==> src/rtl/kcs_pkg.sv <==
// Shared types, codes and arithmetic helpers of the keyframe channel sampler.
// No dependencies; every other file imports this package.
package kcs_pkg;

    localparam int WORDS_PER_KEY = 12;

    localparam logic [1:0] KIND_TIME  = 2'd0;
    localparam logic [1:0] KIND_VALUE = 2'd1;
    localparam logic [1:0] KIND_QUERY = 2'd2;

    localparam logic [1:0] MODE_STEP   = 2'd0;
    localparam logic [1:0] MODE_LINEAR = 2'd1;
    localparam logic [1:0] MODE_CUBIC  = 2'd2;

    localparam logic [1:0] CHAN_TRANS = 2'd0;
    localparam logic [1:0] CHAN_ROT   = 2'd1;
    localparam logic [1:0] CHAN_SCALE = 2'd2;

    localparam logic [1:0] REG_MODE  = 2'd0;
    localparam logic [1:0] REG_CHAN  = 2'd1;
    localparam logic [1:0] REG_COUNT = 2'd2;
    localparam logic [1:0] REG_JOINT = 2'd3;

    typedef struct packed {
        logic [1:0]         kind;
        logic [5:0]         key_index;
        logic [3:0]         slot;
        logic [31:0]        key_time;
        logic signed [31:0] key_value;
        logic [31:0]        query_time;
    } kcs_item_t;

    typedef struct packed {
        logic [7:0]         joint;
        logic [1:0]         component_index;
        logic signed [31:0] component_value;
        logic               last;
    } kcs_result_t;

    typedef enum logic [1:0] {
        OP_TIME,
        OP_VALUE,
        OP_QUERY
    } kcs_op_t;

    typedef struct packed {
        kcs_op_t     op;
        logic [5:0]  key;
        logic [3:0]  slot;
        logic [31:0] data;
    } kcs_cmd_t;

    typedef struct packed {
        logic [1:0] mode;
        logic [1:0] chan;
        logic [6:0] key_count;
        logic [7:0] joint;
    } kcs_cfg_t;

    typedef enum logic [2:0] {
        S_IDLE,
        S_SRCH_RD,
        S_SRCH_CHK,
        S_DIV,
        S_BASIS,
        S_FETCH,
        S_MUL
    } kcs_state_t;

    // round half up, then drop s fraction bits
    function automatic logic signed [63:0] round_shift(input logic signed [63:0] v,
                                                        input int s);
        logic signed [63:0] bias;
        bias = 64'sd1 <<< (s - 1);
        return (v + bias) >>> s;
    endfunction

    function automatic logic signed [31:0] sat32(input logic signed [63:0] v);
        if (v > 64'sd2147483647) begin
            return 32'sh7FFFFFFF;
        end
        if (v < -64'sd2147483648) begin
            return 32'sh80000000;
        end
        return v[31:0];
    endfunction

endpackage

==> src/rtl/kcs_front.sv <==
// Front end: classifies incoming items into commands and queues them.
// Depends on kcs_pkg.
module kcs_front (
    input  logic              clk,
    input  logic              rst_n,
    input  logic              start,
    output logic              busy,
    input  kcs_pkg::kcs_item_t item,
    output logic              cmd_valid,
    output kcs_pkg::kcs_cmd_t cmd,
    input  logic              cmd_pop
);
    import kcs_pkg::*;

    kcs_cmd_t   q_reg [2];
    logic       wr_ptr_reg, wr_ptr_next;
    logic       rd_ptr_reg, rd_ptr_next;
    logic [1:0] count_reg, count_next;
    kcs_cmd_t   dec;
    logic       dec_ok;
    logic       push;
    logic       pop;

    always_comb
    begin
        dec.key  = item.key_index;
        dec.slot = item.slot;
        dec.op   = OP_QUERY;
        dec.data = item.query_time;
        dec_ok   = 1'b0;
        case (item.kind)
            KIND_TIME:
            begin
                dec.op   = OP_TIME;
                dec.data = item.key_time;
                dec_ok   = 1'b1;
            end
            KIND_VALUE:
            begin
                dec.op   = OP_VALUE;
                dec.data = item.key_value;
                // drop writes to slots past the key
                dec_ok   = item.slot < 4'(WORDS_PER_KEY);
            end
            KIND_QUERY:
            begin
                dec_ok = 1'b1;
            end
            default:
            begin
                dec_ok = 1'b0;
            end
        endcase
    end

    assign busy      = count_reg == 2'd2;
    assign push      = start && !busy && dec_ok;
    assign cmd_valid = count_reg != 2'd0;
    assign pop       = cmd_pop && cmd_valid;
    assign cmd       = q_reg[rd_ptr_reg];

    always_comb
    begin
        wr_ptr_next = push ? ~wr_ptr_reg : wr_ptr_reg;
        rd_ptr_next = pop ? ~rd_ptr_reg : rd_ptr_reg;
        count_next  = count_reg + 2'(push) - 2'(pop);
    end

    always_ff @(posedge clk or negedge rst_n)
    begin
        if (!rst_n)
        begin
            wr_ptr_reg <= 1'b0;
            rd_ptr_reg <= 1'b0;
            count_reg  <= 2'd0;
        end
        else
        begin
            wr_ptr_reg <= wr_ptr_next;
            rd_ptr_reg <= rd_ptr_next;
            count_reg  <= count_next;
        end
    end

    always_ff @(posedge clk)
    begin
        if (push)
        begin
            q_reg[wr_ptr_reg] <= dec;
        end
    end

endmodule

==> config.mk <==
export PLATFORM = sky130hd
export DESIGN_NAME = kcs_front
export DESIGN_NICKNAME = d
export VERILOG_FILES = /design/src/rtl/kcs_pkg.sv /design/src/rtl/kcs_front.sv
export SDC_FILE = /design/constraint.sdc
export NUM_CORES = 1
export LEC_CHECK = 0
export BUFFER_PORTS_ARGS = -buffer_cell sky130_fd_sc_hd__buf_2
export CAP_MARGIN = 25
export CORE_AREA = 2 2 91 93
export DETAILED_ROUTE_END_ITERATION = 7
export DIE_AREA = 0 0 93 95
export MAX_ROUTING_LAYER = met4
export PLACE_DENSITY = 0.9
export SKIP_LAST_GASP = 1
export SYNTH_ARGS = -nofsm -noshare
export SYNTH_HDL_FRONTEND = slang
export SYNTH_SLANG_ARGS = --single-unit
==> constraint.sdc <==
create_clock -name clk -period 7.5 [get_ports clk]
set_input_delay 0.375 -clock clk [delete_from_list [all_inputs] [get_ports clk]]
set_output_delay 0.375 -clock clk [all_outputs]
set_load 0.02 [all_outputs]
==> results.ini <==
[outcome]
outcome=complete, no violations

[layout]
final_core_utilization=0.646
antennaDiodeCount=0
final_cell_mix=buf_2, edfxtp_1, mux2_2
largest_reg_flops=88
layout-drive-gt1-share=0.527
final_cell_area_mm2=0.00512
instances_no_fill=530
mostFrequentLayoutCell=buf_2
final_net_count=534
area_delta_synth_final_pct=25.2

[power]
pwr_density_cell_mw_per_mm2=307
swShare=0.339
clkPwrFrac=0.193
p_comb_frac=0.333
p_switching_mw=0.532
p_seq_frac=0.474
finalPower_mw=1.57
p_int_mw=1.04
power_leakage_nw=2.13
peakVddDrop_v=0.000150

[route]
finalWirelength_um=7710
vias=2629
drc_errors=0
first_pass_iters=4
via_per_inst=4.96
wl_per_cell_um=14.6
drtAntennaViolNets=0
first_iter_violations=138

[placement]
pre_cts_slack_ns=4.72
dp.cells=513
dpl.hpwl_um=5360
io_buffers=157
placed_area_mm2=0.00492
gp_congestion=0.724

[timing]
tightest_slew_ns=1.04
period_needed_ns=2.38
setup_violations=0
hold_viol_final=0
fin_worst_skew_ns=0.00935
tns_ns=0
whs_ns=0.217
rsz0062_at_grt=no
slew_viol_final=0
final.period_utilization=0.317
setup_ws_ns=5.12
clock.fmax_mhz=420
slew_headroom=0.306

[global_route]
grt_max_degree=69
grt_antenna_before_repair=0
top_usage_layer=met2
grt_pass1_vias=2599
met3_usage=0.0239
grt.total_usage=0.177
grtUsageMet2=0.321
grt_overflow=0
grt_pass1_wl_um=11600
met1_usage=0.198

[critical_path]
path_class=in -> reg
critical-path-slowest-cell=nor2_4
cp-end-kind=flop
reg2reg_slack_ns=5.32
cp-start-kind=primary input
crit_required_ns=7.51
worstPathCellList=buf_2 > a21o_1 > a211o_4 > nor2_4 > buf_4
crit_arrival_ns=2.39
path_max_fanout=68
slowest_delay_ns=0.47

[die]
dieArea_mm2=0.00884
die_y_um=95
rows=33
start_util=0.515
core_area_mm2=0.00793
die_w_um=93
ios=158

[yosys]
ys_ff_latch=92
synthDistinctLibCells=21
syn-cell-area_mm2=0.00409
synth_top_family_by_area=multiplexers
synth_compound_area_frac=0.0453
syn_inst=266
synth-simple-area-share=0.0374
ys_warn_count=0
synth_xor_area_frac=0.0104
avgSynthCellArea_um2=15.4
synth_mux_area_frac=0.200
syn-num-nets=380
synth_fa_ha_area_frac=0.00612
ys_seq_area_frac=0.671

[cts]
cts-root-buf=clkbuf_8
cts_made_buffers=9
cts.sinks=92
cts.path.max_buffers=2
holdBufCountCts=1
cts_tree=done
path_clk_slew_ns=0.09
post_cts_buffers=0
cts_htree_levels=3
postCtsResizedCells=0
clk_latency_ns=0.34

[job]
cap_violations=0

[min_path]
hold_path_class=in -> reg

## cell usage after synthesis
library cell	instances	area, µm²
a211o_4	1	17.5
a21o_1	1	7.51
and2_1	1	6.26
buf_2	5	25.0
buf_4	5	37.5
buf_6	3	33.8
clkbuf_1	4	15.0
dfrtp_1	4	100
edfxtp_1	88	2640
ha_1	2	25.0
inv_1	3	11.3
mux2_2	44	495
mux2i_1	32	320
nand2_1	32	120
nor2_1	2	7.51
nor2b_1	2	12.5
o21ai_0	32	160
or2_1	1	6.26
xnor2_1	2	17.5
xnor2_2	1	16.3
xor2_1	1	8.76
## path summary, 6_finish.rpt
check / from / end / cells past startpoint
setup / recovery: item[107] / q_reg[1][22] / 5
min in group asynchronous: rst_n / count_reg[0] / 2
hold reg to reg: count_reg[1] / count_reg[1] / 1
setup reg to reg: count_reg[1] / q_reg[1][22] / 4
max in group asynchronous: rst_n / rd_ptr_reg / 2
hold / removal: item[97] / q_reg[1][33] / 1
## power by group through the flow
stage          sequential, mW  combinational (mW)  clock (mW)
6_report                0.744               0.524       0.302
5_1_grt                 0.757               0.561       0.329
4_1_cts                 0.746               0.532       0.312
3_5_place_dp            0.758               0.529           0
3_3_place_gp            0.752               0.517           0
2_1_floorplan           0.706               0.410           0
## cells by family after synthesis
group / Yosys count
flops: 92
mux: 76
simple gates: 38
compound gates: 34
buf+inv: 20
xor+xnor: 4
fa+ha+maj: 2
## area by class of cell
class / instances / area (µm²)
clock buffers: 10 / 138
clock inverters: 6 / 46.3
fillers: 620 / 2810
inverters: 3 / 11.3
multi-input cells: 154 / 1240
flip-flops and latches: 92 / 2740
well taps: 105 / 131
repair buffers: 160 / 811
## per-layer routing
| layer | vias up | part of all wire | routed length (µm) |
|---|---|---|---|
| met5 | - | 0 | 0 |
| met4 | 0 | 0.016 | 121 |
| met3 | 17 | 0.055 | 421 |
| met2 | 107 | 0.53 | 4090 |
| met1 | 1207 | 0.40 | 3080 |
| li1 | 1298 | - | - |
## critical path, delay by kind of cell
kind	cells	cell delay [ns]
AOI/OAI and AO/OA	2	0.69
and+or+nand+nor	1	0.47
buffers and inverters	2	0.84
(Power assumes the default switching activity.)
